$ cat src/hw/rtl/lhg_pkg.sv
// shared constants and types for the load level hysteresis governor
package lhg_pkg;

  localparam int unsigned CpuW   = 12;
  localparam int unsigned FrameW = 16;
  localparam int unsigned DropW  = 10;
  localparam int unsigned MemW   = 24;
  localparam int unsigned CntW   = 11;
  localparam int unsigned CdW    = 5;
  localparam int unsigned LvlW   = 2;
  localparam int unsigned BoostW = 5;
  localparam int unsigned CfgIdxW  = 3;
  localparam int unsigned CfgDataW = 24;

  localparam logic [CntW-1:0] CntMax          = 11'd1024;
  localparam logic [CntW-1:0] EnterMedium     = 11'd4;
  localparam logic [CntW-1:0] EnterMediumFast = 11'd3;
  localparam logic [CntW-1:0] EnterHigh       = 11'd6;
  localparam logic [CntW-1:0] ExitHigh        = 11'd10;
  localparam logic [CntW-1:0] ExitMedium      = 11'd14;
  localparam logic [CdW-1:0]  TrimCooldown    = 5'd30;
  localparam logic [MemW-1:0] TrimKib         = 24'd122880;

  localparam logic [BoostW-1:0] BoostMedium    = 5'd8;
  localparam logic [BoostW-1:0] BoostMediumCpu = 5'd14;
  localparam logic [BoostW-1:0] BoostHigh      = 5'd16;
  localparam logic [BoostW-1:0] BoostHighCpu   = 5'd28;

  localparam logic [LvlW-1:0] LvlNormal = 2'd0;
  localparam logic [LvlW-1:0] LvlMedium = 2'd1;
  localparam logic [LvlW-1:0] LvlHigh   = 2'd2;

  localparam logic [CfgIdxW-1:0] CfgCpuMed   = 3'd0;
  localparam logic [CfgIdxW-1:0] CfgCpuHigh  = 3'd1;
  localparam logic [CfgIdxW-1:0] CfgFrameMed = 3'd2;
  localparam logic [CfgIdxW-1:0] CfgFrameHigh = 3'd3;
  localparam logic [CfgIdxW-1:0] CfgDropMed  = 3'd4;
  localparam logic [CfgIdxW-1:0] CfgDropHigh = 3'd5;
  localparam logic [CfgIdxW-1:0] CfgMemMed   = 3'd6;
  localparam logic [CfgIdxW-1:0] CfgMemHigh  = 3'd7;

  typedef struct packed {
    logic              video_active;
    logic              paused_stable;
    logic              cpu_fallback_path;
    logic [CpuW-1:0]   cpu_load_tenths;
    logic [FrameW-1:0] frame_p95_tenths;
    logic [DropW-1:0]  dropped_permille;
    logic [MemW-1:0]   private_kib;
  } sample_t;

endpackage

$ cat src/hw/rtl/load_level_hysteresis_governor_unit.sv
// load level hysteresis governor: sample register, decision logic, result register
// a word accepted into the sample register gives its result word in the result register
// throughput: one word per cycle while the output is not stalled; a sample register and a result register
//   let a new word enter while one result waits to be taken
// reset: thresholds return to defaults, counters, level and trim cooldown clear
module load_level_hysteresis_governor_unit (
  input  logic                            clk_i,
  input  logic                            rst_ni,
  input  logic                            cfg_we_i,
  input  logic [lhg_pkg::CfgIdxW-1:0]     cfg_idx_i,
  input  logic [lhg_pkg::CfgDataW-1:0]    cfg_wdata_i,
  input  logic                            in_valid_i,
  output logic                            in_stall_o,
  input  logic                            video_active_i,
  input  logic                            paused_stable_i,
  input  logic                            cpu_fallback_path_i,
  input  logic [lhg_pkg::CpuW-1:0]        cpu_load_tenths_i,
  input  logic [lhg_pkg::FrameW-1:0]      frame_p95_tenths_i,
  input  logic [lhg_pkg::DropW-1:0]       dropped_permille_i,
  input  logic [lhg_pkg::MemW-1:0]        private_kib_i,
  output logic                            out_valid_o,
  input  logic                            out_stall_i,
  output logic [lhg_pkg::BoostW-1:0]      sleep_boost_ms_o,
  output logic                            trim_request_o,
  output logic [lhg_pkg::LvlW-1:0]        load_level_o
);

  logic [lhg_pkg::CpuW-1:0]   cpu_med_q, cpu_high_q;
  logic [lhg_pkg::FrameW-1:0] frame_med_q, frame_high_q;
  logic [lhg_pkg::DropW-1:0]  drop_med_q, drop_high_q;
  logic [lhg_pkg::MemW-1:0]   mem_med_q, mem_high_q;

  lhg_pkg::sample_t smp_q;
  logic             smp_valid_q;
  logic             out_valid_q;

  logic [lhg_pkg::CntW-1:0] high_cnt_q, high_cnt_d;
  logic [lhg_pkg::CntW-1:0] med_cnt_q, med_cnt_d;
  logic [lhg_pkg::CntW-1:0] cool_cnt_q, cool_cnt_d;
  logic [lhg_pkg::LvlW-1:0] level_q, level_d;
  logic [lhg_pkg::CdW-1:0]  cooldown_q, cooldown_d;

  logic [lhg_pkg::BoostW-1:0] boost_q, boost_d;
  logic                       trim_q, trim_d;
  logic [lhg_pkg::LvlW-1:0]   lvl_out_q;

  logic out_free;
  logic in_acc;
  logic hi, med;
  logic [lhg_pkg::CdW-1:0] cd_dec;

  assign out_free   = !out_valid_q || !out_stall_i;
  assign in_stall_o = smp_valid_q && !out_free;
  assign in_acc     = in_valid_i && !in_stall_o;

  assign out_valid_o      = out_valid_q;
  assign sleep_boost_ms_o = boost_q;
  assign trim_request_o   = trim_q;
  assign load_level_o     = lvl_out_q;

  // threshold registers
  always_ff @(posedge clk_i or negedge rst_ni) begin
    if (!rst_ni) begin
      cpu_med_q    <= 12'd65;
      cpu_high_q   <= 12'd85;
      frame_med_q  <= 16'd80;
      frame_high_q <= 16'd100;
      drop_med_q   <= 10'd20;
      drop_high_q  <= 10'd40;
      mem_med_q    <= 24'd92160;
      mem_high_q   <= 24'd112640;
    end else if (cfg_we_i) begin
      case (cfg_idx_i)
        lhg_pkg::CfgCpuMed:    cpu_med_q    <= cfg_wdata_i[lhg_pkg::CpuW-1:0];
        lhg_pkg::CfgCpuHigh:   cpu_high_q   <= cfg_wdata_i[lhg_pkg::CpuW-1:0];
        lhg_pkg::CfgFrameMed:  frame_med_q  <= cfg_wdata_i[lhg_pkg::FrameW-1:0];
        lhg_pkg::CfgFrameHigh: frame_high_q <= cfg_wdata_i[lhg_pkg::FrameW-1:0];
        lhg_pkg::CfgDropMed:   drop_med_q   <= cfg_wdata_i[lhg_pkg::DropW-1:0];
        lhg_pkg::CfgDropHigh:  drop_high_q  <= cfg_wdata_i[lhg_pkg::DropW-1:0];
        lhg_pkg::CfgMemMed:    mem_med_q    <= cfg_wdata_i[lhg_pkg::MemW-1:0];
        lhg_pkg::CfgMemHigh:   mem_high_q   <= cfg_wdata_i[lhg_pkg::MemW-1:0];
        default: ;
      endcase
    end
  end

  // sample register
  always_ff @(posedge clk_i or negedge rst_ni) begin
    if (!rst_ni) begin
      smp_valid_q <= 1'b0;
    end else if (out_free || !smp_valid_q) begin
      smp_valid_q <= in_acc;
    end
  end

  always_ff @(posedge clk_i) begin
    if (in_acc) begin
      smp_q.video_active      <= video_active_i;
      smp_q.paused_stable     <= paused_stable_i;
      smp_q.cpu_fallback_path <= cpu_fallback_path_i;
      smp_q.cpu_load_tenths   <= cpu_load_tenths_i;
      smp_q.frame_p95_tenths  <= frame_p95_tenths_i;
      smp_q.dropped_permille  <= dropped_permille_i;
      smp_q.private_kib       <= private_kib_i;
    end
  end

  // decision logic
  assign hi = (smp_q.cpu_load_tenths >= cpu_high_q) ||
              (smp_q.frame_p95_tenths >= frame_high_q) ||
              (smp_q.dropped_permille >= drop_high_q) ||
              (smp_q.private_kib >= mem_high_q);
  assign med = hi ||
               (smp_q.cpu_load_tenths >= cpu_med_q) ||
               (smp_q.frame_p95_tenths >= frame_med_q) ||
               (smp_q.dropped_permille >= drop_med_q) ||
               (smp_q.private_kib >= mem_med_q);
  assign cd_dec = (cooldown_q != '0) ? cooldown_q - 1'b1 : '0;

  always_comb begin
    high_cnt_d = high_cnt_q;
    med_cnt_d  = med_cnt_q;
    cool_cnt_d = cool_cnt_q;
    level_d    = level_q;
    cooldown_d = cd_dec;
    boost_d    = '0;
    trim_d     = 1'b0;

    if (!smp_q.video_active || smp_q.paused_stable) begin
      high_cnt_d = '0;
      med_cnt_d  = '0;
      cool_cnt_d = '0;
      level_d    = lhg_pkg::LvlNormal;
      cooldown_d = '0;
    end else begin
      if (hi) begin
        high_cnt_d = (high_cnt_q < lhg_pkg::CntMax) ? high_cnt_q + 1'b1 : lhg_pkg::CntMax;
        med_cnt_d  = (med_cnt_q < lhg_pkg::CntMax) ? med_cnt_q + 1'b1 : lhg_pkg::CntMax;
        cool_cnt_d = '0;
      end else if (med) begin
        med_cnt_d  = (med_cnt_q < lhg_pkg::CntMax) ? med_cnt_q + 1'b1 : lhg_pkg::CntMax;
        high_cnt_d = (high_cnt_q != '0) ? high_cnt_q - 1'b1 : '0;
        cool_cnt_d = '0;
      end else begin
        cool_cnt_d = (cool_cnt_q < lhg_pkg::CntMax) ? cool_cnt_q + 1'b1 : lhg_pkg::CntMax;
        med_cnt_d  = (med_cnt_q != '0) ? med_cnt_q - 1'b1 : '0;
        high_cnt_d = (high_cnt_q != '0) ? high_cnt_q - 1'b1 : '0;
      end

      // transitions in fixed order
      if (level_d == lhg_pkg::LvlNormal &&
          (med_cnt_d >= lhg_pkg::EnterMedium || high_cnt_d >= lhg_pkg::EnterMediumFast)) begin
        level_d    = lhg_pkg::LvlMedium;
        cool_cnt_d = '0;
      end
      if (level_d <= lhg_pkg::LvlMedium && high_cnt_d >= lhg_pkg::EnterHigh) begin
        level_d    = lhg_pkg::LvlHigh;
        cool_cnt_d = '0;
      end
      if (level_d == lhg_pkg::LvlHigh && cool_cnt_d >= lhg_pkg::ExitHigh) begin
        level_d    = lhg_pkg::LvlMedium;
        cool_cnt_d = '0;
      end
      if (level_d == lhg_pkg::LvlMedium && cool_cnt_d >= lhg_pkg::ExitMedium) begin
        level_d    = lhg_pkg::LvlNormal;
        cool_cnt_d = '0;
      end

      if (level_d >= lhg_pkg::LvlHigh) begin
        boost_d = smp_q.cpu_fallback_path ? lhg_pkg::BoostHighCpu : lhg_pkg::BoostHigh;
      end else if (level_d == lhg_pkg::LvlMedium) begin
        boost_d = smp_q.cpu_fallback_path ? lhg_pkg::BoostMediumCpu : lhg_pkg::BoostMedium;
      end

      if ((level_d != lhg_pkg::LvlNormal || med) &&
          smp_q.private_kib >= lhg_pkg::TrimKib && cd_dec == '0) begin
        trim_d     = 1'b1;
        cooldown_d = lhg_pkg::TrimCooldown;
      end
    end
  end

  // governor state
  always_ff @(posedge clk_i or negedge rst_ni) begin
    if (!rst_ni) begin
      high_cnt_q <= '0;
      med_cnt_q  <= '0;
      cool_cnt_q <= '0;
      level_q    <= lhg_pkg::LvlNormal;
      cooldown_q <= '0;
    end else if (smp_valid_q && out_free) begin
      high_cnt_q <= high_cnt_d;
      med_cnt_q  <= med_cnt_d;
      cool_cnt_q <= cool_cnt_d;
      level_q    <= level_d;
      cooldown_q <= cooldown_d;
    end
  end

  // result register
  always_ff @(posedge clk_i or negedge rst_ni) begin
    if (!rst_ni) begin
      out_valid_q <= 1'b0;
    end else if (out_free) begin
      out_valid_q <= smp_valid_q;
    end
  end

  always_ff @(posedge clk_i) begin
    if (smp_valid_q && out_free) begin
      boost_q   <= boost_d;
      trim_q    <= trim_d;
      lvl_out_q <= level_d;
    end
  end

endmodule
$ cat config.mk
export PLATFORM = sky130hd
export DESIGN_NAME = load_level_hysteresis_governor_unit
export DESIGN_NICKNAME = d
export VERILOG_FILES = /design/src/hw/rtl/lhg_pkg.sv /design/src/hw/rtl/load_level_hysteresis_governor_unit.sv
export SDC_FILE = /design/constraint.sdc
export NUM_CORES = 1
export LEC_CHECK = 0
export BUFFER_PORTS_ARGS = -buffer_cell sky130_fd_sc_hd__clkbuf_2
export CAP_MARGIN = 10
export CORE_MARGIN = 2
export CORE_UTILIZATION = 55
export CTS_CLUSTER_DIAMETER = 40
export CTS_CLUSTER_SIZE = 8
export DETAILED_ROUTE_END_ITERATION = 7
export MAX_ROUTING_LAYER = met4
export PLACE_DENSITY_LB_ADDON = 0.1
export SLEW_MARGIN = 20
export SYNTH_ARGS = -nofsm -noshare
export SYNTH_HDL_FRONTEND = slang
export SYNTH_SLANG_ARGS = --single-unit
$ cat constraint.sdc
create_clock -name clk_i -period 4.9 [get_ports clk_i]
set_input_delay 0.245 -clock clk_i [delete_from_list [all_inputs] [get_ports clk_i]]
set_output_delay 0.245 -clock clk_i [all_outputs]
set_load 0.1 [all_outputs]
# [Word level (Yosys, flattened, before mapping)]
# Cells that the tools add are included.
[totals] ff_bits=239 inputBits=97 output_inout_bits=10 elab_cells=140
[op_classes] addsub=6 magnitude_cmp=19 eq_ne=10 muxes=38 reduce_logical=42
[ops] cell="2-to-1 mux 11 bit" count=21
[ops] cell=">= comparator 24 bit" count=2
[ops] cell="adder 11 x 1 -> 11 bit (second input constant)" count=3
[ops] cell="less-than comparator 11 bit (second input constant)" count=3
[ops] cell=">= comparator 16 bit" count=2
[ops] cell=">= comparator 12 bit" count=2
[ops] cell=">= comparator 24 x 17 -> 1 bit (second input constant)" count=1
[ops] cell=">= comparator 11 x 3 -> 1 bit (second input constant)" count=2
[ops] cell=">= comparator 11 x 4 -> 1 bit (second input constant)" count=2
[ops] cell="nonzero test 11 bit" count=2
[ops] cell="subtractor 11 x 1 -> 11 bit (second input constant)" count=2
[ops] cell=">= comparator 10 bit" count=2
[ops] cell="2-to-1 mux 5 bit" count=4
[ops] cell="2-to-1 mux 2 bit" count=9
[ops] cell="AND reduction 2 bit" count=8
[ops] cell="== test 3 bit (second input constant)" count=4
[ops] cell="logical OR 1 bit" count=12
[ops] cell=">= comparator 11 x 2 -> 1 bit (second input constant)" count=1
[ops] cell="logical AND 1 bit" count=9
[ops] cell="2-to-1 mux 4 bit" count=2
[ops] cell="== test 3 x 2 -> 1 bit (second input constant)" count=2
[ops] cell="zero test 1 bit" count=6
[ops] cell="zero test 5 bit" count=1
[ops] cell="nonzero test 5 bit" count=1
[ops] cell="11 further kinds" count=12

# [Longest topological paths before layout]
[logic_depth] word_depth=34 depth_mapped=14 mapped_depth_nobuf=12

# [Worst setup path before layout]
# OpenSTA, ideal clock, no wires.
[synth_path] path_kind="reg-to-reg" from="register smp_q[59] (netlist bit)" to="register cool_cnt_q[7] (netlist bit)" t_arrival_ns=3.509 required_ns=4.817 slack_ns=1.309 stages_incl_launch_ff=13 period_less_slack_ns=3.591 cell_sequence="edfxtp_1 -> ha_1 -> and4_1 -> nor3b_1 -> a2111oi_2 -> o211ai_1 -> nor4_4 -> mux2_2 -> or3_1 -> o311ai_4 -> buf_6 -> nand4_1 -> a31oi_1"
[synth_via] elab_chain_len=28
[synth_lines] item="from (decl)" line="load_level_hysteresis_governor_unit.sv:33" text="lhg_pkg::sample_t smp_q;"
[synth_lines] item=">= comparator 12 bit" line="load_level_hysteresis_governor_unit.sv:109" text="assign hi = (smp_q.cpu_load_tenths >= cpu_high_q) ||"
[synth_lines] item="logical OR 1 bit" line="load_level_hysteresis_governor_unit.sv:109"
[synth_lines] item="logical OR 1 bit" line="load_level_hysteresis_governor_unit.sv:110" text="(smp_q.frame_p95_tenths >= frame_high_q) ||"
[synth_lines] item="logical OR 1 bit" line="load_level_hysteresis_governor_unit.sv:111" text="(smp_q.dropped_permille >= drop_high_q) ||"
[synth_lines] item="logical OR 1 bit" line="load_level_hysteresis_governor_unit.sv:113" text="assign med = hi ||"
[synth_lines] item="logical OR 1 bit" line="load_level_hysteresis_governor_unit.sv:114" text="(smp_q.cpu_load_tenths >= cpu_med_q) ||"
[synth_lines] item="logical OR 1 bit" line="load_level_hysteresis_governor_unit.sv:115" text="(smp_q.frame_p95_tenths >= frame_med_q) ||"
[synth_lines] item="logical OR 1 bit" line="load_level_hysteresis_governor_unit.sv:116" text="(smp_q.dropped_permille >= drop_med_q) ||"
[synth_lines] item="[12 not listed]"
[synth_lines] item=">= comparator 11 x 4 -> 1 bit / == test 2 bit (equally long branches)" line="load_level_hysteresis_governor_unit.sv:160" text="if (level_d == lhg_pkg::LvlHigh && cool_cnt_d >= lhg_pkg::ExitHigh) begin"
[synth_lines] item="logical AND 1 bit" line="load_level_hysteresis_governor_unit.sv:160"
[synth_lines] item="2-to-1 mux 11 bit / 2-to-1 mux 2 bit (equally long branches)" line="load_level_hysteresis_governor_unit.sv:160"
[synth_lines] item="2-to-1 mux 11 bit / 2-to-1 mux 2 bit (equally long branches)" line="load_level_hysteresis_governor_unit.sv:129" text="if (!smp_q.video_active || smp_q.paused_stable) begin"
[synth_lines] item=">= comparator 11 x 4 -> 1 bit / == test 2 x 1 -> 1 bit (equally long branches)" line="load_level_hysteresis_governor_unit.sv:164" text="if (level_d == lhg_pkg::LvlMedium && cool_cnt_d >= lhg_pkg::ExitMedium) begin"
[synth_lines] item="logical AND 1 bit" line="load_level_hysteresis_governor_unit.sv:164"
[synth_lines] item="2-to-1 mux 11 bit *" line="load_level_hysteresis_governor_unit.sv:164"
[synth_lines] item="2-to-1 mux 11 bit *" line="load_level_hysteresis_governor_unit.sv:129"
[synth_lines] item="to (signal assigned)" line="load_level_hysteresis_governor_unit.sv:194" text="cool_cnt_q <= cool_cnt_d;"
[synth_lines] item="to (decl)" line="load_level_hysteresis_governor_unit.sv:39" text="logic [lhg_pkg::CntW-1:0] cool_cnt_q, cool_cnt_d;"
# Mark *: on every way between the ends. The rest lies on a longest branch, timed or not. The select of a mux whose other input is x is not followed.
# A chain may end at the register's enable or synchronous reset.

# [Worst setup path in the final report]
[layout_path] from="register smp_q[61] (netlist bit)" to="register cool_cnt_q[7] (netlist bit)"
# The elaborated chain is that of the path after synthesis.

==> results.sh <==
export IMPL_status="finished clean"
export IMPL_crit_fanout=17
export IMPL_drt_pre_antenna_iters=5
export IMPL_synth_seq_area_share=0.473
export IMPL_rr_worst_depth=11
export IMPL_grtUsageTotal=0.269
export IMPL_netlist_area_mm2=0.0134
export IMPL_path_class="reg -> reg"
export IMPL_skew_ps=30.3
export IMPL_p_total_mw=6.84
export IMPL_multiInputGateArea_mm2=0.00633
export IMPL_synth_ff_type="dfrtp_1"
export IMPL_die_area_mm2=0.0257
export IMPL_synth_edff_count=72
export IMPL_reg2reg_from="smp_q[61]"
export IMPL_wire_per_inst_um=17.8
export IMPL_antenna_cells=0
export IMPL_tns_ps=0
export IMPL_io_buffers=105
export IMPL_ioPinCount=107
export IMPL_final_cells=1825
export IMPL_slowest_stage="o311ai_4"
export IMPL_hold_viol=0
export IMPL_cts_tree="done"
export IMPL_clockBufferDepth=3
export IMPL_dpl_hpwl_um=22000
export IMPL_grt_overflow_total=0
export IMPL_max_freq_mhz=240
export IMPL_fin_crit_sh=0.850
export IMPL_core_mm2=0.0241
export IMPL_power_density_mw_per_mm2=421
export IMPL_peakVddDrop_uv=316
export IMPL_cts_made_buffers=42
export IMPL_hold_end="frame_med_q[12]"
export IMPL_rrSetupSlack_ps=730
export IMPL_clock_sinks=238
export IMPL_antenna_left=0
export IMPL_layout_common_cells="142 x dfrtp_1, 141 x inv_1, 130 x ha_1"
export IMPL_hold_path_class="in -> reg"
export IMPL_critPathTopFamily="simple AND/OR/NAND/NOR gates"
export IMPL_critical_path_required_ps=5320
export IMPL_dp_cells=1675
export IMPL_arrival_ps=4590
export IMPL_drc_errors=0
export IMPL_grt_pass1_wl_um=53700
export IMPL_tightest_slew_ps=999
export IMPL_setup_viol=0
export IMPL_grt_pass1_vias=10297
export IMPL_seqCellArea_mm2=0.00635
export IMPL_postCtsSetupRepairBufs=0
export IMPL_start_util=0.557
export IMPL_vias_per_cell=5.63
export IMPL_start_kind="register"
export IMPL_leakagePower_nw=7.31
export IMPL_yosys_cell_types_count=77
export IMPL_synthToLayoutAreaGrowth_pct=21.3
export IMPL_min_period_ps=4170
export IMPL_fin_nets=1696
export IMPL_drv_slew=0
export IMPL_totalWireLength_um=32400
export IMPL_antenna_found_initial=0
export IMPL_holdPathStages=3
export IMPL_die_w_um=160
export IMPL_cap_violations=0
export IMPL_slowest_delay_ps=640
export IMPL_fp_dieH_um=160
export IMPL_cts_root_buf="clkbuf_16"
export IMPL_path_cells="ha_1, and4_1, nor3b_1, a2111oi_2, o211ai_1, or4_4, nor4_2, nand2_1, o311ai_4, nand4_1, a31oi_1"
export IMPL_synth_async_reset_ratio=0.697
export IMPL_syn_nets=1512
export IMPL_synth_area_per_cell_um2=10.4
export IMPL_drive_gt1_frac=0.205
export IMPL_ys_ff_latch=238
export IMPL_clk_pin_slew_ps=50
export IMPL_fillers=1931
export IMPL_hp_start="cfg_wdata_i[12]"
export IMPL_post_place_ws_ps=770
export IMPL_cp_end_kind="register"
export IMPL_reg2reg_to="cool_cnt_q[7]"
export IMPL_drtIter0Drc=662
export IMPL_final_common_cell="dfrtp_1"
export IMPL_h_tree_depth=2
export IMPL_gp_congestion=0.928
export IMPL_clk_latency_ps=520
export IMPL_slew_headroom=0.316
export IMPL_crit_buf_inv=0
export IMPL_rsz0062_at_grt="no"
export IMPL_synth_warnings=0
export IMPL_worst_slack_ps=733
export IMPL_num_vias=10271
export IMPL_rows=57
export IMPL_postSynthCellCount=1285
export IMPL_grt_max_degree=89
## sequential cells by signal, summed over array words and instances (netlist names), 5 cells and up
| register | flops |
|---|---|
| cpu_high_q | 12 |
| cool_cnt_q | 11 |
| cpu_med_q | 12 |
| high_cnt_q | 11 |
| drop_med_q | 10 |
| smp_q | 65 |
| mem_high_q | 24 |
| frame_med_q | 16 |
| drop_high_q | 10 |
| med_cnt_q | 11 |
| frame_high_q | 16 |
| mem_med_q | 24 |
| cooldown_q | 5 |
## layer usage
metal / global-route usage / share of wire / vias up
met2: 0.427 / 0.46 / 257
met1: 0.370 / 0.47 / 4941
met5: - / 0 / -
met4: 0.0651 / 0.020 / 0
li1: - / - / 5021
met3: 0.0358 / 0.051 / 52
## synthesized netlist by cell type, types with 4 or more instances
cell type,n,area share
nand3_1,27,0.010
xor2_1,10,0.0065
edfxtp_1,72,0.16
mux2_2,81,0.068
o21ai_0,83,0.031
o2111ai_1,4,0.0026
a41oi_1,8,0.0052
and3_1,15,0.0070
nand4_1,27,0.013
o31ai_1,10,0.0056
ha_1,130,0.12
nor3_1,30,0.011
mux2i_1,6,0.0045
clkbuf_1,41,0.011
inv_1,141,0.039
nor4_1,10,0.0047
nand2_1,110,0.031
or4_1,4,0.0022
or3_1,9,0.0042
o211ai_1,9,0.0050
nor3b_1,7,0.0039
nor2b_1,10,0.0047
nand2b_1,10,0.0047
a21oi_1,50,0.019
a21o_1,6,0.0034
buf_2,5,0.0019
a22oi_1,5,0.0028
o22ai_1,7,0.0033
dfrtp_1,142,0.26
xnor2_1,16,0.010
dfstp_2,24,0.047
o21ai_1,10,0.0037
a31oi_1,17,0.0079
a211oi_1,13,0.0073
nor2_1,61,0.017
## report_power, final
group	internal (mW)	total, mW	switching (mW)
logic	0.697	1.67	0.972
registers	2.39	2.56	0.168
clock network	1.68	2.62	0.937
## kinds of logic (layout without fill, tap and decap cells)
kind of cell	count (synthesis)	in the layout	synth area share
multiplexers	87	87	0.0725
AND/OR/NAND/NOR	346	346	0.132
flip-flops	238	238	0.473
other	1	1	0.000280
AO/OA/AOI/OAI	262	262	0.127
adder cells (fa/ha/maj)	130	130	0.121
buffers and inverters	195	411	0.0570
XOR/XNOR	26	26	0.0170
## what timing repair did
item | in CTS | in global routing
endpoints found under the hold margin | 152 | 0
resized for setup | 0 | 0
endpoints found under the setup margin | 0 | 0
hold buffers | 74 | 0
## worst max-delay path by stage
stage / from / endpoint / slack (ps) / depth (start not counted)
2_1_floorplan: smp_q[59] / cool_cnt_q[7] / 1310 / 12
3_5_place_dp: smp_q[59] / cool_cnt_q[7] / 770 / 11
5_1_grt: cpu_high_q[0] / cool_cnt_q[7] / 490 / 11
6_report: smp_q[61] / cool_cnt_q[7] / 730 / 11
3_3_place_gp: mem_med_q[16] / cool_cnt_q[7] / 830 / 12
4_1_cts: cpu_high_q[0] / cool_cnt_q[7] / 740 / 11
## per-stage QoR
stage | hold WS (ps) | utilization | cell area [um^2]
2_1_floorplan | -50.6 | - | 13400
3_3_place_gp | 389 | 0.591 | 14200
3_5_place_dp | 392 | 0.591 | 14200
4_1_cts | 14.1 | 0.675 | 16300
5_1_grt | 27.8 | 0.675 | 16300
6_report | 23.7 | 0.675 | 16300
## cell type report
class                   instances  share of cell area
flip-flops and latches        238               0.390
repair buffers                193              0.0847
well taps                     324              0.0249
multi-input cells             852               0.389
clock buffers                  62              0.0711
inverters                     142              0.0328
clock inverters                14             0.00723
## worst reg2reg max path: cells and delay by family (launching register included)
kind	cells	cell delay [ps]
flip-flops	1	390
AND/OR/NAND/NOR	6	1760
adder cells (fa/ha/maj)	1	340
AO/OA/AOI/OAI	4	1590
Note: power is estimated with default switching activity, not from simulation.
